===== config.mk =====
export PLATFORM = sky130hd
export DESIGN_NAME = joybus_command_sequencer_top
export DESIGN_NICKNAME = d
export VERILOG_FILES = /design/src/hw/rtl/jcs_pkg.sv /design/src/hw/rtl/jcs_step.sv /design/src/hw/rtl/joybus_command_sequencer_top.sv
export SDC_FILE = /design/constraint.sdc
export NUM_CORES = 1
export LEC_CHECK = 0
export BUFFER_PORTS_ARGS = -buffer_cell sky130_fd_sc_hd__buf_2
export CAP_MARGIN = 40
export CORE_MARGIN = 1
export CORE_UTILIZATION = 55
export CTS_BUF_LIST = sky130_fd_sc_hd__clkbuf_4 sky130_fd_sc_hd__clkbuf_8
export DETAILED_ROUTE_END_ITERATION = 6
export GPL_TIMING_DRIVEN = 0
export PLACE_DENSITY = 0.75
export SLEW_MARGIN = 10
export SYNTH_ARGS = -nofsm -noshare
export SYNTH_HDL_FRONTEND = slang
export SYNTH_SLANG_ARGS = --single-unit

===== constraint.sdc =====
create_clock -name clk -period 5.9 [get_ports clk]
set_clock_uncertainty 0.15 [all_clocks]
set_input_delay 0.885 -clock clk [delete_from_list [all_inputs] [get_ports clk]]
set_output_delay 0.885 -clock clk [all_outputs]
set_load 0.03 [all_outputs]

===== src/hw/rtl/jcs_pkg.sv =====
// Package with the types, constants and command tables of the command sequencer.
`timescale 1ns / 1ps

package jcs_pkg;

  localparam logic [15:0] RESET_WINDOW = 16'd5000;

  localparam logic [1:0] CMD_RESET = 2'd0;
  localparam logic [1:0] CMD_INIT  = 2'd1;
  localparam logic [1:0] CMD_POLL  = 2'd2;

  localparam logic [4:0] SHORT_CMD_LEN = 5'd8;
  localparam logic [4:0] POLL_CMD_LEN  = 5'd24;

  localparam logic [2:0] DATA_BIT_TICKS = 3'd5;
  localparam logic [2:0] STOP_BIT_TICKS = 3'd4;

  typedef struct packed {
    logic        transmitting;
    logic [1:0]  command_select;
    logic        in_stop_bit;
    logic [15:0] bit_or_sample_count;
    logic [2:0]  tick_in_bit;
  } seq_state_t;

  typedef struct packed {
    logic       drive_enable;
    logic       drive_level;
    logic       sample_valid;
    logic       sample_level;
    logic [1:0] command_id;
  } seq_result_t;

  localparam seq_state_t STATE_RESET = '{
    transmitting:        1'b1,
    command_select:      CMD_RESET,
    in_stop_bit:         1'b0,
    bit_or_sample_count: 16'd0,
    tick_in_bit:         3'd0
  };

  function automatic logic [23:0] cmd_pattern(input logic [1:0] c);
    case (c)
      CMD_INIT: cmd_pattern = 24'h000000;
      CMD_POLL: cmd_pattern = 24'h400300;
      default:  cmd_pattern = 24'h0000FF;
    endcase
  endfunction

  function automatic logic [4:0] cmd_length(input logic [1:0] c);
    cmd_length = (c == CMD_POLL) ? POLL_CMD_LEN : SHORT_CMD_LEN;
  endfunction

  function automatic logic [1:0] cmd_next(input logic [1:0] c);
    case (c)
      CMD_INIT: cmd_next = CMD_POLL;
      CMD_POLL: cmd_next = CMD_RESET;
      default:  cmd_next = CMD_INIT;
    endcase
  endfunction

endpackage


===== src/hw/rtl/jcs_step.sv =====
// Next-state and result logic for one tick of the command sequencer.
`timescale 1ns / 1ps

module jcs_step (
  input  jcs_pkg::seq_state_t  state_cur,
  input  logic                 line_level,
  input  logic [15:0]          receive_window,
  output jcs_pkg::seq_state_t  state_nxt,
  output jcs_pkg::seq_result_t result
);
  import jcs_pkg::*;

  logic [4:0]  len;
  logic [15:0] idx;
  logic [4:0]  pos;
  logic [2:0]  t_data;
  logic [2:0]  t_stop;
  logic [2:0]  tick_inc;
  logic [23:0] pattern_shifted;
  logic        data_bit;
  logic [15:0] count_tmp;

  always_comb begin
    len             = cmd_length(state_cur.command_select);
    idx             = (state_cur.bit_or_sample_count >= {11'd0, len}) ?
                      {11'd0, len - 5'd1} : state_cur.bit_or_sample_count;
    pos             = len - 5'd1 - idx[4:0];
    pattern_shifted = cmd_pattern(state_cur.command_select) >> pos;
    data_bit        = pattern_shifted[0];
    t_data          = (state_cur.tick_in_bit < DATA_BIT_TICKS) ?
                      state_cur.tick_in_bit : DATA_BIT_TICKS - 3'd1;
    t_stop          = (state_cur.tick_in_bit < STOP_BIT_TICKS) ?
                      state_cur.tick_in_bit : STOP_BIT_TICKS - 3'd1;
    tick_inc        = 3'd0;
    count_tmp       = state_cur.bit_or_sample_count;

    state_nxt           = state_cur;
    result.drive_enable = 1'b0;
    result.drive_level  = 1'b0;
    result.sample_valid = 1'b0;
    result.sample_level = 1'b0;
    result.command_id   = state_cur.command_select;

    if (state_cur.transmitting) begin
      result.drive_enable = 1'b1;
      if (!state_cur.in_stop_bit) begin
        result.drive_level = data_bit ? (t_data != 3'd0) :
                             (t_data == DATA_BIT_TICKS - 3'd1);
        tick_inc = t_data + 3'd1;
        state_nxt.tick_in_bit = tick_inc;
        if (tick_inc >= DATA_BIT_TICKS) begin
          state_nxt.tick_in_bit = 3'd0;
          count_tmp = idx + 16'd1;
        end
        state_nxt.bit_or_sample_count = count_tmp;
        if (count_tmp >= {11'd0, len}) begin
          state_nxt.tick_in_bit         = 3'd0;
          state_nxt.bit_or_sample_count = 16'd0;
          state_nxt.in_stop_bit         = 1'b1;
        end
      end else begin
        result.drive_level = (t_stop != 3'd0);
        tick_inc = t_stop + 3'd1;
        state_nxt.tick_in_bit = tick_inc;
        if (tick_inc >= STOP_BIT_TICKS) begin
          state_nxt.transmitting        = 1'b0;
          state_nxt.bit_or_sample_count = 16'd0;
          state_nxt.tick_in_bit         = 3'd0;
          state_nxt.in_stop_bit         = 1'b0;
          state_nxt.command_select      = cmd_next(state_cur.command_select);
        end
      end
    end else begin
      if (state_cur.bit_or_sample_count < receive_window) begin
        result.sample_valid           = 1'b1;
        result.sample_level           = line_level;
        state_nxt.bit_or_sample_count = state_cur.bit_or_sample_count + 16'd1;
      end else begin
        state_nxt.transmitting        = 1'b1;
        state_nxt.bit_or_sample_count = 16'd0;
        state_nxt.tick_in_bit         = 3'd0;
      end
    end
  end

endmodule


===== src/hw/rtl/joybus_command_sequencer_top.sv =====
// Top level of the single-wire controller command sequencer.
`timescale 1ns / 1ps

// Channel     | Ports                                   | Direction
// ------------+-----------------------------------------+----------
// tick in     | in_valid, in_ready, in_line_level       | input
// result out  | out_valid, out_ready, out_drive_enable, | output
//             | out_drive_level, out_sample_valid,      |
//             | out_sample_level, out_command_id        |
// config      | cfg_valid, cfg_ready, cfg_receive_window| input
//
// Each item passes an input register and then the result register, and its result is
// offered from there; one item is taken per cycle while the result is not stalled.
// The sequencer state advances when an item moves from the input register into the
// result register. A stalled result register holds the input register, which then
// holds off in_ready. Reset is synchronous and puts the block at the reset command.

module joybus_command_sequencer_top (
  input  logic        clk,
  input  logic        rst_n,
  input  logic        in_valid,
  output logic        in_ready,
  input  logic        in_line_level,
  output logic        out_valid,
  input  logic        out_ready,
  output logic        out_drive_enable,
  output logic        out_drive_level,
  output logic        out_sample_valid,
  output logic        out_sample_level,
  output logic [1:0]  out_command_id,
  input  logic        cfg_valid,
  output logic        cfg_ready,
  input  logic [15:0] cfg_receive_window
);
  import jcs_pkg::*;

  logic        s1_valid_r;
  logic        s1_level_r;
  logic        out_valid_r;
  seq_result_t result_r;
  seq_state_t  state_r;
  seq_state_t  state_nxt;
  seq_result_t result_nxt;
  logic [15:0] window_r;
  logic        advance;

  assign advance   = s1_valid_r && (!out_valid_r || out_ready);
  assign in_ready  = !s1_valid_r || advance;
  assign cfg_ready = 1'b1;

  jcs_step u_step (
    .state_cur      (state_r),
    .line_level     (s1_level_r),
    .receive_window (window_r),
    .state_nxt      (state_nxt),
    .result         (result_nxt)
  );

  always_ff @(posedge clk) begin
    if (!rst_n) begin
      s1_valid_r  <= 1'b0;
      out_valid_r <= 1'b0;
      state_r     <= STATE_RESET;
      window_r    <= RESET_WINDOW;
    end else begin
      if (in_ready) begin
        s1_valid_r <= in_valid;
      end
      if (advance) begin
        out_valid_r <= 1'b1;
        state_r     <= state_nxt;
      end else if (out_ready) begin
        out_valid_r <= 1'b0;
      end
      if (cfg_valid) begin
        window_r <= cfg_receive_window;
      end
    end
  end

  always_ff @(posedge clk) begin
    if (in_ready && in_valid) begin
      s1_level_r <= in_line_level;
    end
    if (advance) begin
      result_r <= result_nxt;
    end
  end

  assign out_valid        = out_valid_r;
  assign out_drive_enable = result_r.drive_enable;
  assign out_drive_level  = result_r.drive_level;
  assign out_sample_valid = result_r.sample_valid;
  assign out_sample_level = result_r.sample_level;
  assign out_command_id   = result_r.command_id;

endmodule

======== Yosys cells after proc, flatten, opt, wreduce, memory -nomap -nowiden ========
Cells that the tools add are included.
operators by class
  add/subtract/negate cells ............... 6
  multiply operators ...................... 0
  divide/modulo/power cells ............... 0
  $lt $le $gt $ge ......................... 7
  eq/ne operators ......................... 5
  shift operators ......................... 1
  multiplexer cells ....................... 25
  bitwise gates (word level) .............. 1
  reduce and logical (&&, ||, !) cells .... 14
operators with widths
  kind                                                                     count
  16-bit two-way mux                                                       5
  23-bit one-hot mux with 2 select lines                                   1
  20-bit two-way mux                                                       2
  16-bit by 1-bit adder with 16-bit output, second input constant          2
  16-bit by 5-bit greater-or-equal comparator with 1-bit output            2
  23-bit two-way mux                                                       1
  23-bit by 5-bit right shift with 1-bit output                            1
  19-bit two-way mux                                                       1
  16-bit < comparator                                                      1
  3-bit two-way mux                                                        5
  3-bit by 1-bit adder with 3-bit output, second input constant            2
  3-bit greater-or-equal comparator, second input constant                 2
  3-bit < comparator, second input constant                                2
  1-bit two-way mux                                                        6
  2-bit AND reduction                                                      3
  3-bit nonzero test                                                       2
  5-bit two-way mux                                                        1
  5-bit by 1-bit subtractor with 5-bit output, second input constant       1
  5-bit subtractor                                                         1
  2-bit two-way mux                                                        2
  2-bit one-hot mux with 2 select lines                                    1
  4-bit AND reduction                                                      1
  3-bit == test, second input constant                                     1
  3-bit by 2-bit inequality test with 1-bit output, second input constant  1
  9 further kinds                                                          12
storage, ports and cells
  register bits ........................... 48
  latch bits .............................. 0
  bits in writable memories ............... 0
  ROM bits ................................ 0
  bits of input ports ..................... 22
  output and inout bits ................... 9
  logic and storage cells ................. 73
  memories ................................ 0

======== Depth between registers and ports, before layout ========
Gate-level depths: netlist of run 1.
  depth in word-level cells ............... 12
  depth in mapped cells ................... 19
  gate-level depth less buffers ........... 18

======== Hierarchy ========
Synthesis of run 1 repeated with hierarchy kept, for this count alone.
unflattened totals
  cells, all modules ...................... 415
  area total of the unflattened synthesis .. 3449.6 µm²
by module, submodules not included
  module                        instances  cells each  area each (µm²)  sequential area each (µm²)
  joybus_command_sequencer_top  1          170         1851.8           1031.0
  jcs_step                      1          245         1597.8           0.0

======== Worst setup path after synthesis of run 1 ========
OpenSTA, ideal clock, no wires.
  path type ............................... flip-flop to flip-flop
  start ................................... reg state_r[20] (netlist bit)
  end ..................................... reg state_r[7] (netlist bit)
  library setup time ...................... 0.122 ns
  arrival ................................. 3.165 ns
  data required time ...................... 5.628 ns
  path slack .............................. 2.463 ns
  cell stages (with the launch flop) ...... 18
  path buffers ............................ 1
  period minus slack after synthesis ...... 3.437 ns
  path through ............................ dfxtp_1 inv_1 ha_1 inv_1 ha_1 a21oi_1 nand4_1 clkbuf_1 nand2b_1 ha_1 a31oi_1 nor2_1 o21a_1 ha_1 o311ai_1 and4_4 o211a_1 a311o_1
on the way
  longest elaborated chain between the ends .. 12
  elaborated cells on any way between the ends .. 13
  those cells by class .................... add/sub: 2; order compare: 2; eq/ne: 1; mux: 8
ends and longest elaborated chain
  element                                                                                                                              RTL line                            source
  from (decl)                                                                                                                          joybus_command_sequencer_top.sv:41  seq_state_t state_r;
  from (signal assigned)                                                                                                               joybus_command_sequencer_top.sv:71  state_r <= state_nxt;
  2-bit == test *                                                                                                                      jcs_pkg.sv:51                       cmd_length = (c == CMD_POLL) ? POLL_CMD_LEN : SHORT_CMD_LEN;
  5-bit two-way mux *                                                                                                                  jcs_pkg.sv:51
  16-bit by 5-bit greater-or-equal comparator with 1-bit output / 5-bit by 1-bit subtractor with 5-bit output (equally long branches)  jcs_step.sv:25, jcs_step.sv:26
  16-bit two-way mux                                                                                                                   jcs_step.sv:25                      idx = (state_cur.bit_or_sample_count >= {11'd0, len}) ?
  16-bit by 1-bit adder with 16-bit output                                                                                             jcs_step.sv:53                      count_tmp = idx + 16'd1;
  16-bit two-way mux                                                                                                                   jcs_step.sv:51                      if (tick_inc >= DATA_BIT_TICKS) begin
  16-bit two-way mux                                                                                                                   jcs_step.sv:46                      if (!state_cur.in_stop_bit) begin
  16-bit two-way mux                                                                                                                   jcs_step.sv:44                      if (state_cur.transmitting) begin
  16-bit by 5-bit greater-or-equal comparator with 1-bit output                                                                        jcs_step.sv:56                      if (count_tmp >= {11'd0, len}) begin
  20-bit two-way mux *                                                                                                                 jcs_step.sv:56
  20-bit two-way mux *                                                                                                                 jcs_step.sv:46
  19-bit two-way mux *                                                                                                                 jcs_step.sv:44
Every way passes the cells marked *; elsewhere a longest branch is shown, timed or not. The select of a mux whose other input is x is not followed.
A chain may end at the register's enable or synchronous reset.

======== Final worst setup path of run 1 ========
  start ................................... reg state_r[20] (netlist bit)
  end ..................................... reg state_r[4] (netlist bit)
The elaborated chain is that of the path after synthesis.

==> summary.md, run 1 <==
| Metric | Value |
|---|---|
| Highest net fanout along the worst path | `10` |
| Final setup violating endpoints | `0` |
| Clk buf depth | `2` |
| Switching part of the total power | `24.65%` |
| Starting Density | `57.52%` |
| FF/Latch Area | `0.001031 mm^2` |
| Ratio of cells with drive above 1 in the final layout | `12.34%` |
| Syn-to-layout area delta | `11.73%` |
| Diode count | `0` |
| CTS HTree Levels | `2` |
| Status | `completed` |
| Routed via count | `2,591` |
| Final RePlAce weighted congestion | `0.8728` |
| Internal power | `0.5150 mW` |
| Critical path's top delay family | `adder cells` |
| R2R Path End | `state_r[4]$_SDFFE_PN0P_` |
| Largest stage delay, worst path | `0.40 ns` |
| Initial antenna violation count | `0` |
| Final Non-Filler Cells | `459` |
| Multi-input gate area | `0.001728 mm^2` |
| RSZ-0062 raised after global routing | `no` |
| Syn nets | `403` |
| Worst Reg2Reg Path Length in Cells | `17` |
| Final HPWL DP | `4.710 mm` |
| Period utilization | `64.99%` |
| Root Buffer | `clkbuf_8` |
| IO buf count | `28` |
| Die width | `75.55 um` |
| Leak | `1.474 nW` |
| TritonCTS Buffers | `5` |
| Yosys warnings | `0` |
| Gate power share | `11.4%` |
| Number of distinct library cells after synthesis | `56` |
| Nature of the critical path endpoint | `flop` |
| Syn Inst Count | `353` |
| Reg power frac | `51.5%` |
| Grt met1 use | `33.28%` |
| Clock slew at reported path FFs | `0.10 ns` |
| Cts hold-fix bufs | `0` |
| Nets | `438` |
| Top_reg_cell synth | `dfxtp_1` |
| Filler Cells Inserted | `466` |
| Minimum clock period | `3.834 ns` |
| Met2 Use GR | `41.77%` |
| Final Hold Viols | `0` |
| Max Cap Viol | `0` |
| Clock share of power | `37.1%` |
| Worst EP required | `5.94 ns` |
| Met3 track demand over resource | `3.704%` |
| Crit path from | `state_r[20]$_SDFFE_PN0P_` |
| Cell Area, Placed | `0.003203 mm^2` |
| I/O Pins | `31` |
| Setup bufs post-CTS | `0` |
| Row cnt | `26` |
| Drc violations | `0` |
| Mapped cell area | `0.002975 mm^2` |
| Worst hold slack | `0.3425 ns` |
| Gr usage total | `24.72%` |
| Worst Max-Slew Pin Slew | `0.6402 ns` |
| Max_slew headroom | `56.76%` |
| Crit path DAT | `3.87 ns` |
| Power Density | `205.6 mW/mm^2` |
| Drt initial violations | `183` |
| Vias in the first global route | `2,393` |
| Hold crit path type | `reg -> reg` |
| Clock Latency Late Sink | `0.30 ns` |
| CTS tree | `done` |
| Post_cts resized | `0` |
| R2R setup slack | `2.07 ns` |
| Die area | `0.005708 mm^2` |
| Crit path buffers/inverters | `3` |
| Async SR Flop Fraction | `0%` |
| Number of synthesized flops with an enable pin | `7` |
| Syn_area_per_cell | `8.429 um^2` |
| Slowest CP cell | `dfxtp_1` |
| Crit path cell chain | `inv_1 -> ha_1 -> inv_1 -> ha_1 -> a21oi_1 -> nand4_1 -> clkbuf_1 -> nand2b_1 -> ha_1 -> a31oi_1 -> nor2_1 -> o21a_1 -> ha_1 -> o311ai_1 -> and4_4 -> and3_1 -> a221o_1` |
| Drt pass-1 iters | `4` |
| Switching pwr | `0.1685 mW` |
| Fmax | `260.8 MHz` |
| Crit path top cell by count | `ha_1` |
| Largest net degree at the start of global routing | `16` |
| Worst setup path end | `state_r[4]$_SDFFE_PN0P_` |
| Yosys reg bits | `48` |
| WS Path Type | `reg -> reg` |
| Routed vias/inst | `5.645` |
| Chip Height | `75.55 um` |
| R2r startpoint | `state_r[20]$_SDFFE_PN0P_` |
| Fin area | `0.003324 mm^2` |
| Busiest grt layer | `met2` |
| Max Slew Vio Count | `0` |
| Critical Path Stages | `17` |
| Final ANT Viol Nets | `0` |
| Sequential share of the synthesized area | `34.65%` |
| Worst VDD drop | `0.1148 mV` |
| Routed len/inst | `13.95 um` |
| Global-route wire length before repair | `10.79 mm` |
| GRT overflow | `0` |
| Core Box Area | `0.005172 mm^2` |
| DRT Wirelength | `6.404 mm` |
| Count of clock tree sinks | `48` |
| CP Launch Type | `flop` |
| Dpl cells | `451` |
| Final setup TNS | `0 ns` |
[flip-flops by register name (all words and copies together) (netlist names)]
signal,flops
out_valid,1
out_drive_level,1
out_drive_enable,1
state_r,23
out_sample_valid,1
out_sample_level,1
s1_valid_r,1
out_command_id,2
s1_level_r,1
window_r,16
[worst register-to-register path, stage by stage (launching register included)]
cell and delay [ns]:
dfxtp_1 0.40, inv_1 0.08, ha_1 0.24, inv_1 0.09, ha_1 0.23, a21oi_1 0.14
nand4_1 0.15, clkbuf_1 0.27, nand2b_1 0.20, ha_1 0.23, a31oi_1 0.17, nor2_1 0.07
o21a_1 0.17, ha_1 0.29, o311ai_1 0.14, and4_4 0.26, and3_1 0.18, a221o_1 0.26
[worst min-delay path by stage]
stage	from	to	slack, ns	depth (start not counted)
after floorplan	state_r[20]$_SDFFE_PN0P_	out_command_id[0]$_DFFE_PP_	0.31	0
after global placement	window_r[10]$_SDFFE_PN0P_	window_r[10]$_SDFFE_PN0P_	0.32	2
after detailed placement	window_r[9]$_SDFFE_PN1P_	window_r[9]$_SDFFE_PN1P_	0.33	2
after CTS	window_r[9]$_SDFFE_PN1P_	window_r[9]$_SDFFE_PN1P_	0.35	2
after global routing	window_r[3]$_SDFFE_PN1P_	window_r[3]$_SDFFE_PN1P_	0.37	2
final	window_r[8]$_SDFFE_PN1P_	window_r[8]$_SDFFE_PN1P_	0.34	2
[placed cells by master (no fill, tap or decap), types with 3 or more instances in the layout]
cell type and n:
nand2b_1 9, clkbuf_8 6, and2_1 5, nand4_1 10
nor2_1 23, o21ai_0 13, o211ai_1 7, o21a_1 3
dfxtp_1 41, o22ai_1 7, and3_1 7, inv_1 34
nand2_1 34, buf_2 30, edfxtp_1 7, and4_1 3
nand3_1 16, nor3_1 4, ha_1 28, nor2b_1 8
a31oi_1 6, mux2i_1 15, a21o_1 4, clkbuf_1 13
a21oi_1 13
[cells in the mapped netlist (8+ instances only)]
| library cell | number | area share (%) |
|---|---|---|
| a21oi_1 | 13 | 2.2 |
| clkbuf_1 | 13 | 1.6 |
| dfxtp_1 | 41 | 28 |
| ha_1 | 28 | 12 |
| inv_1 | 34 | 4.3 |
| mux2i_1 | 15 | 5.0 |
| nand2_1 | 34 | 4.3 |
| nand2b_1 | 9 | 1.9 |
| nand3_1 | 16 | 2.7 |
| nand4_1 | 10 | 2.1 |
| nor2_1 | 23 | 2.9 |
| nor2b_1 | 8 | 1.7 |
| o21ai_0 | 13 | 2.2 |
[area by class of cell]
class	count	area share (%)
well taps	70	2.635
multi-input cells	252	51.98
flip-flops and latches	48	31.01
plain buffers	19	2.672
repair buffers	28	4.215
clock buffers	6	2.484
inverters	34	3.839
clock inverters	2	1.167
[power by group through the flow]
stage,Sequential (mW),Combinational (mW),Clock (mW)
2_1_floorplan,0.361,0.0523,0
3_3_place_gp,0.359,0.0753,0
3_5_place_dp,0.360,0.0777,0
4_1_cts,0.352,0.0783,0.258
5_1_grt,0.354,0.0879,0.272
6_report,0.352,0.0779,0.254
[through the flow]
stage	setup WS, ns	total power [mW]	util, %
floorplan	2.463	0.4133	-
finish	2.066	0.6835	64.27
CTS	2.082	0.6888	64.27
detailed placement	2.148	0.4373	61.93
global route	1.745	0.7143	64.27
global placement	2.177	0.4347	61.93
[cells by family after synthesis]
kind of cell | Yosys count | synth area share (%)
simple gates | 132 | 23.47
compound gates | 71 | 16.11
buf+inv | 53 | 7.275
flops | 48 | 34.65
fa+ha+maj | 28 | 11.77
mux | 16 | 5.425
xor+xnor | 4 | 1.178
other cells | 1 | 0.1260
[metal layers]
metal	share of wire, %	vias up	wire (um)
met5	0	-	0
met2	46	79	2959
li1	-	1319	-
met4	0.86	0	55
met1	48	1187	3071
met3	4.9	6	316
Power figures use the tool's default switching activity.
==> run 2, diff against run 1 <==
- PLACE_DENSITY: 0.75 -> 0.78
- clock period: 5.9 -> 3.5 ns (I/O delays scaled with it)
==> run 2 against run 1 <==
Compared with the run above:
- cell count up 3.9%
- via count up 5.2%
- flip-flop and latch count unchanged
- clock power up 41%
- first-iteration DRC count up 7.7%
- largest cell class unchanged
- largest power group unchanged
- die area unchanged
- maximum frequency up 12%
- sequential power up 68%
- highest routed layer unchanged
==> summary.md, run 2 (synthesis results as in run 1) <==
| Metric | Value |
|---|---|
| Status | `completed` |
| Max reg flops | `23 (unchanged)` |
| Switching pwr | `0.2750 mW (+63%)` |
| CTS HTree Levels | `2 (unchanged)` |
| Row cnt | `26 (unchanged)` |
| Gr usage total | `26.93% (+2.2 points)` |
| FF/Latch Area | `0.001036 mm^2 (+0.48%)` |
| Core Box Area | `0.005172 mm^2 (unchanged)` |
| Slowest CP cell | `dfxtp_2` |
| Ratio of cells with drive above 1 in the final layout | `19.90% (+7.6 points)` |
| Crit path buffers/inverters | `3 (unchanged)` |
| Die area | `0.005708 mm^2 (unchanged)` |
| IO buf count | `28 (unchanged)` |
| Fmax | `292.8 MHz (+12%)` |
| Worst Max-Slew Pin Slew | `0.6483 ns (+0.008152 ns)` |
| Hold crit path type | `in -> reg` |
| Nets | `456 (+4.1%)` |
| Clk buf depth | `2 (unchanged)` |
| GRT overflow | `0 (unchanged)` |
| Gate power share | `12.4% (+1.0 points)` |
| Largest stage delay, worst path | `0.35 ns (-0.05 ns)` |
| Worst EP required | `3.54 ns (-2.40 ns)` |
| Period utilization | `97.58% (+33 points)` |
| Worst hold slack | `0.2456 ns (-0.09692 ns)` |
| Cell Area, Placed | `0.003203 mm^2 (unchanged)` |
| Clock slew at reported path FFs | `0.09 ns (about the same)` |
| Final core utilization | `68.38% (+4.1 points)` |
| Routed vias/inst | `5.717 (+1.3%)` |
| I/O Pins | `31 (unchanged)` |
| Drt pass-1 iters | `5 (+1)` |
| CP Launch Type | `flop` |
| Critical path's top delay family | `adder cells` |
| Diode count | `0 (unchanged)` |
| Routed len/inst | `14.57 um (+4.4%)` |
| Routed via count | `2,727 (+5.2%)` |
| Chip Height | `75.55 um (unchanged)` |
| Crit path top cell by count | `ha_4` |
| Nature of the critical path endpoint | `flop` |
| Final ANT Viol Nets | `0 (unchanged)` |
| Initial antenna violation count | `0 (unchanged)` |
| Worst VDD drop | `0.2045 mV (+78%)` |
| Drc violations | `0 (unchanged)` |
| Final HPWL DP | `4.715 mm (+0.10%)` |
| Final RePlAce weighted congestion | `0.8710 (-0.21%)` |
| Leak | `1.585 nW (+7.5%)` |
| Largest reg by FF count | `state_r` |
| Max_slew headroom | `56.78% (about the same)` |
| Clock share of power | `33.1% (-4.0 points)` |
| Filler Cells Inserted | `417 (-11%)` |
| Max Slew Vio Count | `0 (unchanged)` |
| Reg power frac | `54.6% (+3.1 points)` |
| Most common cell after layout, fill and taps aside | `dfxtp_1` |
| Max Cap Viol | `0 (unchanged)` |
| Power Density | `307.2 mW/mm^2 (+49%)` |
| TritonCTS Buffers | `5 (unchanged)` |
| Vias in the first global route | `2,545 (+6.4%)` |
| Final Hold Viols | `0 (unchanged)` |
| Fin area | `0.003537 mm^2 (+6.4%)` |
| Switching part of the total power | `25.31% (+0.66 points)` |
| Most frequent cells in the layout | `39 x dfxtp_1, 34 x nand2_1, 32 x inv_1` |
| Minimum clock period | `3.415 ns (-0.4188 ns)` |
| Final setup violating endpoints | `0 (unchanged)` |
| WS Path Type | `reg -> reg` |
| Design Power | `1.087 mW (+59%)` |
| Count of clock tree sinks | `48 (unchanged)` |
| Largest net degree at the start of global routing | `14 (-2)` |
| DRT Wirelength | `6.948 mm (+8.5%)` |
| Crit path DAT | `3.46 ns (-0.41 ns)` |
| Global-route wire length before repair | `11.67 mm (+8.1%)` |
| Highest net fanout along the worst path | `4 (-6)` |
| CTS tree | `done` |
| Root Buffer | `clkbuf_8` |
| Multi-input gate area | `0.001807 mm^2 (+4.6%)` |
| Drt initial violations | `197 (+7.7%)` |
| Clock Latency Late Sink | `0.30 ns (about the same)` |
| Internal power | `0.8116 mW (+58%)` |
| Final setup TNS | `0 ns (unchanged)` |
| Starting Density | `57.52% (unchanged)` |
| Syn-to-layout area delta | `18.88%` |
| Crit path cell chain | `inv_2 -> ha_4 -> inv_4 -> ha_4 -> a21oi_2 -> nand4_1 -> clkbuf_8 -> nand2b_1 -> ha_2 -> a31oi_1 -> nor2_1 -> o21a_1 -> ha_4 -> o311ai_4 -> and4_4 -> and3_4 -> a221o_1` |
| Die width | `75.55 um (unchanged)` |
[run 2: per-stage QoR]
step,std cells,setup slack [ns]
floorplan,353,0.06302
global placement,451,-0.2230
detailed placement,451,-0.2774
CTS,473,0.01220
global route,477,-0.01531
finish,477,0.08459
[run 2: metal layers]
metal / track usage, % / wire [um]
met5: 0 / 0
met3: 4.101 / 335
met4: 10.08 / 128
met1: 35.64 / 3180
met2: 44.44 / 3302
[run 2: worst paths after layout]
check	slack, ns	cells past startpoint	startpoint	to
min reg2reg	0.34	2	window_r[8]$_SDFFE_PN1P_	window_r[8]$_SDFFE_PN1P_
min	0.25	1	in_line_level	s1_level_r$_DFFE_PP_
max	0.08	17	state_r[20]$_SDFFE_PN0P_	state_r[4]$_SDFFE_PN0P_
max reg2reg	0.08	17	state_r[20]$_SDFFE_PN0P_	state_r[4]$_SDFFE_PN0P_
[run 2: power by group through the flow]
stage          Combinational [mW]  Sequential [mW]  Clock (mW)
6_report                    0.134            0.593       0.359
5_1_grt                     0.152            0.597       0.390
4_1_cts                     0.132            0.594       0.368
3_5_place_dp                0.131            0.607           0
3_3_place_gp                0.127            0.606           0
2_1_floorplan              0.0881            0.609           0
[run 2: layout make-up]
cell class	count	area share (%)
multi-input combinational	252	51.08
sequential	48	29.29
timing repair buffer	46	7.888
inverter	34	3.679
buffer	19	2.830
clock buffer	8	2.759
tap	70	2.476
[run 2: repair_timing]
action	in CTS	in global routing
resized for setup	10	14
pin swaps	1	11
buffers inserted	14	6
setup endpoints to repair	9	9
hold buffers	0	0
